`src/hw/rtl/tdcs_pkg.sv`:
```
package tdcs_pkg;

    localparam int COOL_TIMER_BITS = 23;

    localparam int OPEN_W    = 10;
    localparam int TPM_W     = 13;
    localparam int CYC_W     = 4;
    localparam int CNT_W     = 5;
    localparam int PHASE_W   = 10;
    localparam int MIN_W     = 10;
    localparam int CHOICE_W  = 3;
    localparam int AMT_W     = 2;
    localparam int BTN_W     = 3;
    localparam int REG_IDX_W = 3;

    localparam int DUR_W     = MIN_W + TPM_W;
    localparam int CMP_W     = (COOL_TIMER_BITS > DUR_W) ? COOL_TIMER_BITS : DUR_W;
    localparam int DIV_CNT_W = $clog2(COOL_TIMER_BITS + 1);

    localparam int IN_W  = 8;
    localparam int OUT_W = 40;

    localparam int BTN_MODE   = 0;
    localparam int BTN_AMOUNT = 1;
    localparam int BTN_COOL   = 2;

    localparam int AMOUNT_COUNT = 3;
    localparam int HUMAN_LEN    = 7;
    localparam int ANIMAL_LEN   = 6;

    localparam logic [OPEN_W-1:0] OPEN_TICKS_RST  = OPEN_W'(100);
    localparam logic [TPM_W-1:0]  TPM_RST         = TPM_W'(6000);
    localparam logic [CYC_W-1:0]  CYCLES_LOW_RST  = CYC_W'(5);
    localparam logic [CYC_W-1:0]  CYCLES_MED_RST  = CYC_W'(10);
    localparam logic [CYC_W-1:0]  CYCLES_HIGH_RST = CYC_W'(15);

    typedef enum logic [1:0] {
        CMD_NONE  = 2'd0,
        CMD_OPEN  = 2'd1,
        CMD_CLOSE = 2'd2
    } t_servo_cmd;

    typedef enum logic [REG_IDX_W-1:0] {
        REG_OPEN_TICKS  = 3'd0,
        REG_TICKS_PER_MIN = 3'd1,
        REG_CYCLES_LOW  = 3'd2,
        REG_CYCLES_MED  = 3'd3,
        REG_CYCLES_HIGH = 3'd4
    } t_reg_idx;

    typedef struct packed {
        logic                       done;
        logic [COOL_TIMER_BITS-1:0] quot;
        logic [TPM_W-1:0]           rem;
    } t_div_res;

    function automatic logic [MIN_W-1:0] table_minutes(input logic mode,
                                                       input logic [CHOICE_W-1:0] choice);
        logic [MIN_W-1:0] m;
        m = '0;
        if (!mode) begin
            case (choice)
                3'd0: m = MIN_W'(0);
                3'd1: m = MIN_W'(5);
                3'd2: m = MIN_W'(10);
                3'd3: m = MIN_W'(15);
                3'd4: m = MIN_W'(30);
                3'd5: m = MIN_W'(45);
                3'd6: m = MIN_W'(60);
                default: m = '0;
            endcase
        end else begin
            case (choice)
                3'd0: m = MIN_W'(30);
                3'd1: m = MIN_W'(60);
                3'd2: m = MIN_W'(120);
                3'd3: m = MIN_W'(240);
                3'd4: m = MIN_W'(480);
                3'd5: m = MIN_W'(720);
                default: m = '0;
            endcase
        end
        return m;
    endfunction

endpackage

```
`src/hw/rtl/tdcs_div.sv`:
```
module tdcs_div (
    input  logic                                 i_clk,
    input  logic                                 i_rst_n,
    input  logic                                 i_start,
    input  logic [tdcs_pkg::COOL_TIMER_BITS-1:0] i_dividend,
    input  logic [tdcs_pkg::TPM_W-1:0]           i_divisor,
    output logic                                 o_busy,
    output tdcs_pkg::t_div_res                   o_res
);

    logic                                 r_busy;
    logic                                 r_done;
    logic [tdcs_pkg::DIV_CNT_W-1:0]       r_cnt;
    logic [tdcs_pkg::COOL_TIMER_BITS-1:0] r_acc;
    logic [tdcs_pkg::TPM_W-1:0]           r_rem;
    logic [tdcs_pkg::TPM_W-1:0]           r_den;

    logic [tdcs_pkg::TPM_W:0]             trial;
    logic                                 ge;
    logic [tdcs_pkg::TPM_W:0]             diff;

    always_comb begin
        trial = {r_rem, r_acc[tdcs_pkg::COOL_TIMER_BITS-1]};
        ge    = trial >= {1'b0, r_den};
        diff  = trial - {1'b0, r_den};
    end

    always_ff @(posedge i_clk) begin
        if (!i_rst_n) begin
            r_busy <= 1'b0;
            r_done <= 1'b0;
            r_cnt  <= '0;
        end else begin
            r_done <= 1'b0;
            if (i_start && !r_busy) begin
                r_busy <= 1'b1;
                r_cnt  <= tdcs_pkg::DIV_CNT_W'(tdcs_pkg::COOL_TIMER_BITS);
            end else if (r_busy) begin
                r_cnt <= r_cnt - 1'b1;
                if (r_cnt == tdcs_pkg::DIV_CNT_W'(1)) begin
                    r_busy <= 1'b0;
                    r_done <= 1'b1;
                end
            end
        end
    end

    always_ff @(posedge i_clk) begin
        if (i_start && !r_busy) begin
            r_acc <= i_dividend;
            r_rem <= '0;
            r_den <= i_divisor;
        end else if (r_busy) begin
            r_acc <= {r_acc[tdcs_pkg::COOL_TIMER_BITS-2:0], ge};
            r_rem <= ge ? diff[tdcs_pkg::TPM_W-1:0] : trial[tdcs_pkg::TPM_W-1:0];
        end
    end

    assign o_busy     = r_busy | r_done;
    assign o_res.done = r_done;
    assign o_res.quot = r_acc;
    assign o_res.rem  = r_rem;

endmodule

```
`src/hw/rtl/timed_dispense_cooldown_sequencer_core.sv`:
```
// Channel   Direction  Signals                                     Moves
// s_axis    in         s_axis_tvalid/tready/tdata[7:0]             one tick item
// m_axis    out        m_axis_tvalid/tready/tdata[39:0]            one status item per tick
// cfg       in         i_cfg_valid/o_cfg_ready/i_cfg_index/i_cfg_data  register write
//
// One item per cycle unless stalled; each result is registered as its tick is taken.
// A write to ticks_per_minute starts a bit-serial divider that rebuilds the elapsed
// cooldown minutes from the cooldown timer: both ports stall while it runs.
// Synchronous active-low reset restores config and control state, not output data.
// Outside a divider pass, the input stalls only while the output register is full and
// not being taken.
module timed_dispense_cooldown_sequencer_core (
    input  logic                                i_clk,
    input  logic                                i_rst_n,
    input  logic                                s_axis_tvalid,
    output logic                                s_axis_tready,
    // [0] proximity_clear, [1] mode_button, [2] amount_button, [3] cooldown_button
    input  logic [tdcs_pkg::IN_W-1:0]           s_axis_tdata,
    output logic                                m_axis_tvalid,
    input  logic                                m_axis_tready,
    // [1:0] servo_command, [2] dispensing, [3] cooldown_running, [8:4] cycle_number,
    // [12:9] cycle_total, [13] mode_now, [15:14] amount_now, [18:16] cooldown_choice,
    // [28:19] cooldown_minutes, [38:29] remaining_minutes
    output logic [tdcs_pkg::OUT_W-1:0]          m_axis_tdata,
    input  logic                                i_cfg_valid,
    output logic                                o_cfg_ready,
    input  logic [tdcs_pkg::REG_IDX_W-1:0]      i_cfg_index,
    input  logic [tdcs_pkg::TPM_W-1:0]          i_cfg_data
);

    localparam int CTB = tdcs_pkg::COOL_TIMER_BITS;

    logic [tdcs_pkg::OPEN_W-1:0]   r_open_ticks;
    logic [tdcs_pkg::TPM_W-1:0]    r_tpm;
    logic [tdcs_pkg::CYC_W-1:0]    r_cyc_low;
    logic [tdcs_pkg::CYC_W-1:0]    r_cyc_med;
    logic [tdcs_pkg::CYC_W-1:0]    r_cyc_high;

    logic [tdcs_pkg::BTN_W-1:0]    r_prev_btn,   n_prev_btn;
    logic                          r_prev_prox,  n_prev_prox;
    logic                          r_mode,       n_mode;
    logic [tdcs_pkg::AMT_W-1:0]    r_amount,     n_amount;
    logic [tdcs_pkg::CHOICE_W-1:0] r_choice,     n_choice;
    logic                          r_run,        n_run;
    logic                          r_closing,    n_closing;
    logic [tdcs_pkg::CNT_W-1:0]    r_cyc_cnt,    n_cyc_cnt;
    logic [tdcs_pkg::CYC_W-1:0]    r_cyc_lim,    n_cyc_lim;
    logic [tdcs_pkg::PHASE_W-1:0]  r_phase,      n_phase;
    logic                          r_cool,       n_cool;
    logic [CTB-1:0]                r_cool_timer, n_cool_timer;
    logic [CTB-1:0]                r_cool_q,     n_cool_q;
    logic [tdcs_pkg::TPM_W-1:0]    r_cool_r,     n_cool_r;

    logic                          r_out_valid;
    logic [tdcs_pkg::OUT_W-1:0]    r_out_data;
    logic [tdcs_pkg::OUT_W-1:0]    n_out_data;

    logic                          in_accept;
    logic                          cfg_accept;
    logic                          div_busy;
    tdcs_pkg::t_div_res            div_res;

    logic                          prox;
    logic [tdcs_pkg::BTN_W-1:0]    btn;
    logic [tdcs_pkg::BTN_W-1:0]    pressed;
    tdcs_pkg::t_servo_cmd          cmd;
    logic [2:0]                    amt_inc;
    logic [3:0]                    ch_inc;
    logic [3:0]                    ch_mod;
    logic [tdcs_pkg::MIN_W-1:0]    minutes;
    logic [tdcs_pkg::MIN_W-1:0]    remaining;
    logic [tdcs_pkg::PHASE_W:0]    ph_next;
    logic [tdcs_pkg::TPM_W:0]      r_inc;
    logic [tdcs_pkg::DUR_W-1:0]    dur;

    assign cfg_accept    = i_cfg_valid & o_cfg_ready;
    assign o_cfg_ready   = ~div_busy;
    assign s_axis_tready = ~div_busy & (~r_out_valid | m_axis_tready);
    assign in_accept     = s_axis_tvalid & s_axis_tready;
    assign m_axis_tvalid = r_out_valid;
    assign m_axis_tdata  = r_out_data;

    tdcs_div u_div (
        .i_clk      (i_clk),
        .i_rst_n    (i_rst_n),
        .i_start    (cfg_accept && (i_cfg_index == tdcs_pkg::REG_TICKS_PER_MIN)),
        .i_dividend (r_cool_timer),
        .i_divisor  (i_cfg_data),
        .o_busy     (div_busy),
        .o_res      (div_res)
    );

    always_comb begin
        prox    = s_axis_tdata[0];
        btn     = s_axis_tdata[3:1];
        pressed = btn & ~r_prev_btn;
        cmd     = tdcs_pkg::CMD_NONE;

        n_prev_btn   = btn;
        n_prev_prox  = r_prev_prox;
        n_mode       = r_mode;
        n_amount     = r_amount;
        n_choice     = r_choice;
        n_run        = r_run;
        n_closing    = r_closing;
        n_cyc_cnt    = r_cyc_cnt;
        n_cyc_lim    = r_cyc_lim;
        n_phase      = r_phase;
        n_cool       = r_cool;
        n_cool_timer = r_cool_timer;
        n_cool_q     = r_cool_q;
        n_cool_r     = r_cool_r;

        if (pressed[tdcs_pkg::BTN_MODE]) begin
            n_mode   = ~r_mode;
            n_choice = '0;
            if (r_cool) begin
                n_cool      = 1'b0;
                n_prev_prox = 1'b1;
            end
        end

        amt_inc = {1'b0, r_amount} + 3'd1;
        if (pressed[tdcs_pkg::BTN_AMOUNT]) begin
            n_amount = (amt_inc >= 3'(tdcs_pkg::AMOUNT_COUNT))
                     ? 2'(amt_inc - 3'(tdcs_pkg::AMOUNT_COUNT)) : amt_inc[1:0];
        end

        ch_inc = {1'b0, n_choice} + 4'd1;
        ch_mod = n_mode ? 4'(tdcs_pkg::ANIMAL_LEN) : 4'(tdcs_pkg::HUMAN_LEN);
        if (pressed[tdcs_pkg::BTN_COOL]) begin
            n_choice = (ch_inc >= ch_mod) ? 3'(ch_inc - ch_mod) : ch_inc[2:0];
        end

        minutes = tdcs_pkg::table_minutes(n_mode, n_choice);

        if (!n_cool && !r_run) begin
            if (!prox && n_prev_prox) begin
                cmd       = tdcs_pkg::CMD_OPEN;
                n_run     = 1'b1;
                n_phase   = '0;
                n_closing = 1'b0;
                n_cyc_cnt = tdcs_pkg::CNT_W'(1);
                case (n_amount)
                    2'd0:    n_cyc_lim = r_cyc_low;
                    2'd1:    n_cyc_lim = r_cyc_med;
                    default: n_cyc_lim = r_cyc_high;
                endcase
            end
            n_prev_prox = prox;
        end

        ph_next = {1'b0, n_phase} + 1'b1;
        if (n_run) begin
            if (!n_closing) begin
                if (ph_next > {1'b0, r_open_ticks}) begin
                    cmd       = tdcs_pkg::CMD_CLOSE;
                    n_closing = 1'b1;
                    n_phase   = '0;
                end else begin
                    n_phase = ph_next[tdcs_pkg::PHASE_W-1:0];
                end
            end else begin
                n_phase   = ph_next[tdcs_pkg::PHASE_W-1:0];
                n_cyc_cnt = n_cyc_cnt + 1'b1;
                if (n_cyc_cnt <= {1'b0, n_cyc_lim}) begin
                    cmd       = tdcs_pkg::CMD_OPEN;
                    n_closing = 1'b0;
                    n_phase   = '0;
                end else begin
                    cmd       = tdcs_pkg::CMD_CLOSE;
                    n_run     = 1'b0;
                    n_closing = 1'b0;
                    n_cyc_cnt = '0;
                    n_cyc_lim = tdcs_pkg::CYC_W'(1);
                    if (minutes != '0) begin
                        n_cool       = 1'b1;
                        n_cool_timer = '0;
                        n_cool_q     = '0;
                        n_cool_r     = '0;
                    end else begin
                        n_cool      = 1'b0;
                        n_prev_prox = 1'b1;
                    end
                end
            end
        end

        r_inc = {1'b0, n_cool_r} + 1'b1;
        dur   = tdcs_pkg::DUR_W'(minutes) * tdcs_pkg::DUR_W'(r_tpm);
        if (n_cool) begin
            if (n_cool_timer != {CTB{1'b1}}) begin
                n_cool_timer = n_cool_timer + 1'b1;
                if (r_tpm != '0) begin
                    if (r_inc == {1'b0, r_tpm}) begin
                        n_cool_r = '0;
                        n_cool_q = n_cool_q + 1'b1;
                    end else begin
                        n_cool_r = r_inc[tdcs_pkg::TPM_W-1:0];
                    end
                end
            end
            if (tdcs_pkg::CMP_W'(n_cool_timer) > tdcs_pkg::CMP_W'(dur)) begin
                n_cool      = 1'b0;
                n_prev_prox = 1'b1;
            end
        end

        remaining = minutes;
        if (n_cool && (r_tpm != '0)) begin
            remaining = (n_cool_q >= CTB'(minutes))
                      ? '0 : minutes - n_cool_q[tdcs_pkg::MIN_W-1:0];
        end

        n_out_data = {1'b0, remaining, minutes, n_choice, n_amount, n_mode,
                      n_cyc_lim, n_cyc_cnt, n_cool, n_run, cmd};
    end

    always_ff @(posedge i_clk) begin
        if (!i_rst_n) begin
            r_open_ticks <= tdcs_pkg::OPEN_TICKS_RST;
            r_tpm        <= tdcs_pkg::TPM_RST;
            r_cyc_low    <= tdcs_pkg::CYCLES_LOW_RST;
            r_cyc_med    <= tdcs_pkg::CYCLES_MED_RST;
            r_cyc_high   <= tdcs_pkg::CYCLES_HIGH_RST;
        end else if (cfg_accept) begin
            case (i_cfg_index)
                tdcs_pkg::REG_OPEN_TICKS:    r_open_ticks <= i_cfg_data[tdcs_pkg::OPEN_W-1:0];
                tdcs_pkg::REG_TICKS_PER_MIN: r_tpm        <= i_cfg_data;
                tdcs_pkg::REG_CYCLES_LOW:    r_cyc_low    <= i_cfg_data[tdcs_pkg::CYC_W-1:0];
                tdcs_pkg::REG_CYCLES_MED:    r_cyc_med    <= i_cfg_data[tdcs_pkg::CYC_W-1:0];
                tdcs_pkg::REG_CYCLES_HIGH:   r_cyc_high   <= i_cfg_data[tdcs_pkg::CYC_W-1:0];
                default: ;
            endcase
        end
    end

    always_ff @(posedge i_clk) begin
        if (!i_rst_n) begin
            r_prev_btn   <= '1;
            r_prev_prox  <= 1'b1;
            r_mode       <= 1'b0;
            r_amount     <= '0;
            r_choice     <= '0;
            r_run        <= 1'b0;
            r_closing    <= 1'b0;
            r_cyc_cnt    <= '0;
            r_cyc_lim    <= tdcs_pkg::CYC_W'(1);
            r_phase      <= '0;
            r_cool       <= 1'b0;
            r_cool_timer <= '0;
            r_cool_q     <= '0;
            r_cool_r     <= '0;
            r_out_valid  <= 1'b0;
        end else begin
            if (div_res.done) begin
                r_cool_q <= div_res.quot;
                r_cool_r <= div_res.rem;
            end
            if (in_accept) begin
                r_prev_btn   <= n_prev_btn;
                r_prev_prox  <= n_prev_prox;
                r_mode       <= n_mode;
                r_amount     <= n_amount;
                r_choice     <= n_choice;
                r_run        <= n_run;
                r_closing    <= n_closing;
                r_cyc_cnt    <= n_cyc_cnt;
                r_cyc_lim    <= n_cyc_lim;
                r_phase      <= n_phase;
                r_cool       <= n_cool;
                r_cool_timer <= n_cool_timer;
                r_cool_q     <= n_cool_q;
                r_cool_r     <= n_cool_r;
                r_out_valid  <= 1'b1;
            end else if (m_axis_tready) begin
                r_out_valid  <= 1'b0;
            end
        end
    end

    always_ff @(posedge i_clk) begin
        if (in_accept) begin
            r_out_data <= n_out_data;
        end
    end

endmodule

```
`config.mk`:
```
export PLATFORM = sky130hd
export DESIGN_NAME = timed_dispense_cooldown_sequencer_core
export DESIGN_NICKNAME = d
export VERILOG_FILES = /design/src/hw/rtl/tdcs_pkg.sv /design/src/hw/rtl/tdcs_div.sv /design/src/hw/rtl/timed_dispense_cooldown_sequencer_core.sv
export SDC_FILE = /design/constraint.sdc
export NUM_CORES = 1
export LEC_CHECK = 0
export BUFFER_PORTS_ARGS = -buffer_cell sky130_fd_sc_hd__buf_2
export CORE_MARGIN = 2
export CORE_UTILIZATION = 55
export DETAILED_ROUTE_END_ITERATION = 6
export PLACE_DENSITY = 0.77
export SLEW_MARGIN = 30
export SYNTH_ARGS = -nofsm -noshare
export SYNTH_HDL_FRONTEND = slang
export SYNTH_SLANG_ARGS = --single-unit
```
`constraint.sdc`:
```
create_clock -name i_clk -period 11.2 [get_ports i_clk]
set_input_delay 0 -clock i_clk [delete_from_list [all_inputs] [get_ports i_clk]]
set_output_delay 0 -clock i_clk [all_outputs]
set_load 0.01 [all_outputs]
```
# After elaboration in Yosys (flattened, before gate mapping)
# Index checks and enable logic that the tools add are counted.
# Widths: inputs -> output; s select.
# word_totals
register_bits,222
input_bits,29
output_inout_bits,43
# op_classes
addsub,12
n_mul,1
magnitude_cmp,7
eq_ne,14
n_mux,99
bitwise_logic,12
n_reduce_logical,24
# ops
cell,n
$mux 23,19
$mux 13,11
$mux 10,9
$pmux 10 s6,1
$add 23x1->23 const B,2
$mux 1,36
$pmux 6 s6,1
$mux 5,7
$ge 23x10->1,1
$gt 23x23->1,1
$mul 10x13->23,1
$ne 23x23->1 const B,1
$mux 4,5
$add 13x1->14 const B,1
$eq 14x13->1,1
$ge 14x13->1,1
$reduce_bool 13->1,1
$sub 13x13->13,1
$eq 3x2->1 const B,4
$eq 3x3->1 const B,4
$mux 2,6
$add 10x1->11 const B,1
$gt 11x10->1,1
$reduce_and 2->1,5
28 further kinds,48

# Depth between registers and ports, before layout
# logic_depth
word_depth,24
ltp_mapped,51
depth_no_buf,46

# Hierarchy
# Synthesis repeated with hierarchy kept, for this count alone.
# hier_totals
hier_cells,2134
area_unflattened_um2,18230.0
# modules_own_cells
mod,n_inst,cells_each,area_each_um2,seq_area_each_um2
timed_dispense_cooldown_sequencer_core,1,1867,15209.6,3713.6
tdcs_div,1,267,3020.4,1481.4

# Least setup slack after synthesis
# Ideal clock, no wire load.
# synth_timing
kind,flip-flop to flip-flop
start,register r_prev_btn[0] in the netlist's numbering
end,"register r_out_data, in the netlist m_axis_tdata[29], data pin"
setup_ns,0.153
t_arrival_ns,10.359
required_time_ns,11.047
slack_ns,0.687
path_stages_with_launch,45
path_buffers,4
cell_sequence,dfxtp_1 > nor2b_1 > buf_2 > xnor2_1 > clkbuf_1 > ha_1 > inv_1 > ha_1 > buf_2 > nor2_1 > a21boi_1 > o32a_1 > inv_2 > buf_1 > nand2_1 > nor3_1 > nand2_1 > fa_1 > [... 9 more ...] > a21oi_1 > o31ai_1 > a211o_1 > nand3_1 > o41a_1 > xnor2_1 > ha_1 > a21o_1 > a21o_1 > a21oi_1 > o21ai_0 > or4b_2 > a21oi_1 > nor4bb_1 > o211ai_1 > nor3b_1 > a31oi_4 > o22ai_1
# synth_via
elab_cells_between_ends,72
# synth_lines
element,line,rtl
"start, declared",timed_dispense_cooldown_sequencer_core.sv:39,"logic [tdcs_pkg::BTN_W-1:0] r_prev_btn, n_prev_btn;"
"start signal, assigned",timed_dispense_cooldown_sequencer_core.sv:261,r_prev_btn <= n_prev_btn;
$not 3->3 (*),timed_dispense_cooldown_sequencer_core.sv:96,pressed = btn & ~r_prev_btn;
$and 3x3->3 (*),timed_dispense_cooldown_sequencer_core.sv:96,
$mux 3 or $mux 1 (tied branches),timed_dispense_cooldown_sequencer_core.sv:114,if (pressed[tdcs_pkg::BTN_MODE]) begin
$add 3x1->4 or $mux 1 (tied branches),"timed_dispense_cooldown_sequencer_core.sv:129, timed_dispense_cooldown_sequencer_core.sv:130",
$ge 4x3->1 or $sub 3x3->3 (tied branches),timed_dispense_cooldown_sequencer_core.sv:132,n_choice = (ch_inc >= ch_mod) ? 3'(ch_inc - ch_mod) : ch_inc[2:0];
$mux 3,timed_dispense_cooldown_sequencer_core.sv:132,
$mux 3 (*),timed_dispense_cooldown_sequencer_core.sv:131,if (pressed[tdcs_pkg::BTN_COOL]) begin
named net n_choice (one bit),timed_dispense_cooldown_sequencer_core.sv:43,"logic [tdcs_pkg::CHOICE_W-1:0] r_choice, n_choice;"
[... 3 more ...],n/a,
named net minutes (one bit),timed_dispense_cooldown_sequencer_core.sv:70,logic [tdcs_pkg::MIN_W-1:0] minutes;
[... 7 more ...],n/a,
$mux 23,timed_dispense_cooldown_sequencer_core.sv:191,if (n_cool) begin
$gt 23x23->1,timed_dispense_cooldown_sequencer_core.sv:203,if (tdcs_pkg::CMP_W'(n_cool_timer) > tdcs_pkg::CMP_W'(dur)) begin
$mux 1,timed_dispense_cooldown_sequencer_core.sv:203,
$mux 1 (*),timed_dispense_cooldown_sequencer_core.sv:191,
named net n_cool,timed_dispense_cooldown_sequencer_core.sv:49,"logic r_cool, n_cool;"
$logic_and 1x1->1 (*),timed_dispense_cooldown_sequencer_core.sv:210,if (n_cool && (r_tpm != '0)) begin
$mux 10 (*),timed_dispense_cooldown_sequencer_core.sv:210,
named net remaining (one bit),timed_dispense_cooldown_sequencer_core.sv:71,logic [tdcs_pkg::MIN_W-1:0] remaining;
"end signal, assigned",timed_dispense_cooldown_sequencer_core.sv:284,r_out_data <= n_out_data;
"end, declared",timed_dispense_cooldown_sequencer_core.sv:55,logic [tdcs_pkg::OUT_W-1:0] r_out_data;
# The timed path passes the listed nets; every way through them passes the cells marked *. The select of a mux whose other input is x is not followed.
# A chain may end at the register's enable or synchronous reset.

# Final worst setup path
# layout_timing
start,register r_prev_btn[0] in the netlist's numbering
end,"register r_out_data, in the netlist m_axis_tdata[33], data pin"
# layout_via
elab_cells_between_ends,72
# layout_lines
element,line
$not 3->3 (*),timed_dispense_cooldown_sequencer_core.sv:96
$and 3x3->3 (*),timed_dispense_cooldown_sequencer_core.sv:96
$mux 3 or $mux 1 (tied branches),timed_dispense_cooldown_sequencer_core.sv:114
$add 3x1->4 or $mux 1 (tied branches),"timed_dispense_cooldown_sequencer_core.sv:129, timed_dispense_cooldown_sequencer_core.sv:130"
$ge 4x3->1 or $sub 3x3->3 (tied branches),timed_dispense_cooldown_sequencer_core.sv:132
$mux 3,timed_dispense_cooldown_sequencer_core.sv:132
$mux 3 (*),timed_dispense_cooldown_sequencer_core.sv:131
named net n_choice (one bit),timed_dispense_cooldown_sequencer_core.sv:43
[... 10 more ...],n/a
$mux 23,timed_dispense_cooldown_sequencer_core.sv:191
$gt 23x23->1,timed_dispense_cooldown_sequencer_core.sv:203
$mux 1,timed_dispense_cooldown_sequencer_core.sv:203
$mux 1 (*),timed_dispense_cooldown_sequencer_core.sv:191
named net n_cool,timed_dispense_cooldown_sequencer_core.sv:49
$logic_and 1x1->1 (*),timed_dispense_cooldown_sequencer_core.sv:210
$mux 10 (*),timed_dispense_cooldown_sequencer_core.sv:210
named net remaining (one bit),timed_dispense_cooldown_sequencer_core.sv:71
# Marked as above.

==> reports/summary.txt <==
Status: finished with violations
Violated checks: negative hold slack
Die height: 183 um
Asr flop ratio synth: 0%
Final design instance area without fill: 19,400 um2
Via count: 15,400
Antenna-violating nets left: 0
Global route total overflow: 0
Cell internal pwr: 1.64 mW
Clk Latency, worst-skew pair: 0.56 ns
Min-delay src: i_rst_n
R2R Path Start: r_prev_btn[0]
Endpoints failing setup: 0
Crit Path Class: flop to flop
Max stage delay on crit path: 0.70 ns
First-pass GRT wire length: 78.2 mm
Pre-Repair DR Iteration Count: 5
Clock Skew: 0.0253 ns
Cells taking the most area after synthesis: dfxtp_1 17%, edfxtp_1 13%, fa_1 10%
Area share of the leading cell type in the synthesized netlist: 16.8%
Multi-input logic area: 11,300 um2
Die footprint: 33,300 um2
CTS tree: built
Nets@finish: 2,386
H-tree depth: 1
Net Sw Power: 0.771 mW
Clk pwr share: 35.8%
Register area: 5190 um2
Yosys top cell by area: dfxtp_1
Post-synth EDFFs: 75
Count of state elements after synthesis: 222
I/O Pins: 72
Aggregate global-route resource usage: 29.1%
CP max stage cell: or4b_2
DPL Wire Length: 35.1 mm
Crit-path max FO: 13
Syn_nets: 2,335
Leak Pwr: 8.70 nW
Die X-Extent: 183 um
Vias/cell: 6.05
Synth cell types: 85
GPL Wtd Cong: 0.957
Slew @ Worst Pin: 0.884 ns
Setup crit end kind: flop
Largest net degree at the start of global routing: 69
Post-DP Area: 18,300 um2
Ys flop type: dfxtp_1
Antenna cells: 0
Register area share after synthesis: 29.6%
Residual DRC: 0
Critical path data arrival time: 11.00 ns
Overall routed net length: 48.0 mm
Drt first-iter violations: 1,339
Req. time, crit path: 11.57 ns
Fmax: 94.1 MHz
PD cells: 124 nW/um2
Setup crit start kind: flop
Switching Share: 31.9%
Rows: 65
Pins Over Slew Limit: 0
Initial core utilization: 55.7%
Leading cell types by count after synthesis: 334 x nand2_1, 174 x nor2_1, 163 x inv_1
Fillers: 2,659
CTS max path bufs: 3
Core Util, Final: 61.7%
Final WS setup: 0.570 ns
Avg WL per Cell: 18.8 um
Initial antenna violation count: 0
Sink of the worst hold path: r_cyc_high[2]
Post-Route Hold Slack: -0.00482 ns
Mapped Cells: 2,081
Port Buf Inserts: 66
Placeable Area: 31,500 um2
Worst reg-to-reg path cell count: 42
Most common cell in the synthesized netlist: nand2_1
Syn avg cell area: 8.43 um2
Min Tclk post-route: 10.63 ns
CTS Sinks: 222
Clock slew at reported path FFs: 0.07 ns
Share of power burned in registers: 37.2%
Worst slack, placed: 0.281 ns
Min-delay worst type: input port to flop
Final hold viol count: 2
Period utilization: 94.9%
CTS Buf Count: 26
Peak VDD IR: 0.109 mV
CTS Root Cell: clkbuf_16
MaxCap Viol Count: 0
R2r setup slk: 0.57 ns
Mapped Area: 17,500 um2
Fraction of layout cells with a size suffix above 1: 9.34%
Slew margin rel.: 40.7%
Vias in the first global route: 15,200
R2r endpoint: m_axis_tdata[33]
Hold Path Stages: 2
Ys Warns: 0
Layout area overhead: 10.7%
Logic pwr share: 27.0%
[registers in the layout, summed over array words and instances (netlist names), 3 cells and up]
name          flops
r_cool_r         13
r_cyc_lim         4
u_div.r_rem      13
u_div.r_acc      23
r_cool_q         23
r_choice          3
r_cyc_med         4
m_axis_tdata     39
r_tpm            13
r_open_ticks     10
r_prev_btn        3
u_div.r_cnt       5
r_cyc_low         4
r_phase          10
u_div.r_den      13
r_cyc_cnt         5
r_cool_timer     23
r_cyc_high        4
[power by group through the flow]
stage                     logic [mW]  registers (mW)  clock network, mW
after CTS                      0.643           0.895              0.874
after detailed placement       0.634           0.912                  0
after global placement         0.612           0.912                  0
final                          0.652           0.897              0.864
after floorplan                0.466           0.908                  0
after global routing           0.739           0.900              0.903
[layout by cell type, fill, tap and decap left out, types with 18 or more instances in the layout]
cell,n
a21o_1,30
ha_1,136
nand2_1,333
fa_1,88
a21oi_1,117
o21ai_0,68
dlygate4sd3_1,19
dfxtp_1,147
a211oi_1,19
clkbuf_16,29
xor2_1,47
and2_1,65
a22oi_1,21
mux2i_1,44
nor2_1,172
and3_1,20
inv_1,161
nand4_1,28
xnor2_1,61
nor3_1,35
buf_4,44
buf_2,66
nand2b_1,18
nand3_1,61
edfxtp_1,75
nor2b_1,19
[critical path: cells and delay by family, from the launching register on]
| kind | cells | cell delay [ns] |
|---|---|---|
| compound gates | 15 | 3.13 |
| xor+xnor | 2 | 0.31 |
| fa+ha+maj | 9 | 3.73 |
| buf+inv | 7 | 0.69 |
| flops | 1 | 0.34 |
| mux | 1 | 0.27 |
| simple gates | 8 | 1.97 |
[worst max-delay path by stage]
stage / from / end / cells after the start
5_1_grt: r_prev_btn[0] / m_axis_tdata[33] / 43
3_5_place_dp: r_prev_btn[0] / m_axis_tdata[34] / 45
3_3_place_gp: r_prev_btn[0] / m_axis_tdata[33] / 45
6_report: r_prev_btn[0] / m_axis_tdata[33] / 42
4_1_cts: r_prev_btn[0] / m_axis_tdata[34] / 45
2_1_floorplan: r_prev_btn[0] / m_axis_tdata[29] / 44
[layer usage]
metal	up-vias	routed length, um	track usage (%)
met2	617	22000	48.1
met1	7466	20600	39.1
met5	-	0	0
met3	130	3430	3.55
li1	7235	-	-
met4	0	1980	11.1
[kinds of logic (layout without fill, tap and decap cells)]
kind of cell             Yosys count  in the layout  share of synthesized area, %
AO/OA/AOI/OAI                    381            381                          14.1
buffers and inverters            273            344                          5.96
multiplexers                      59             59                          3.56
AND/OR/NAND/NOR                  812            812                          21.5
XOR/XNOR                         108            108                          5.39
adder cells (fa/ha/maj)          225            225                          19.8
other                              1              1                        0.0214
flip-flops                       222            222                          29.6
[per-stage QoR]
step / total power [mW] / std cells / setup TNS (ns)
2_1_floorplan: 1.37 / 2081 / 0
3_3_place_gp: 1.52 / 2483 / 0
4_1_cts: 2.41 / 2550 / 0
3_5_place_dp: 1.55 / 2483 / 0
6_report: 2.41 / 2554 / 0
5_1_grt: 2.54 / 2554 / -0.0153
[area by class of cell]
type	count	share of cell area (%)
multi-input cells	1586	58.4
flip-flops and latches	222	26.8
repair buffers	129	4.38
clock buffers	38	4.01
inverters	167	3.25
well taps	402	2.59
clock inverters	10	0.574
[what timing repair did]
action / in CTS / in global routing
hold endpoints to repair: 52 / 0
gates resized for setup: 0 / 8
hold buffers: 19 / 0
setup buffers: 0 / 4
setup endpoints to repair: 0 / 10
Note: power is estimated with default switching activity, not from simulation.
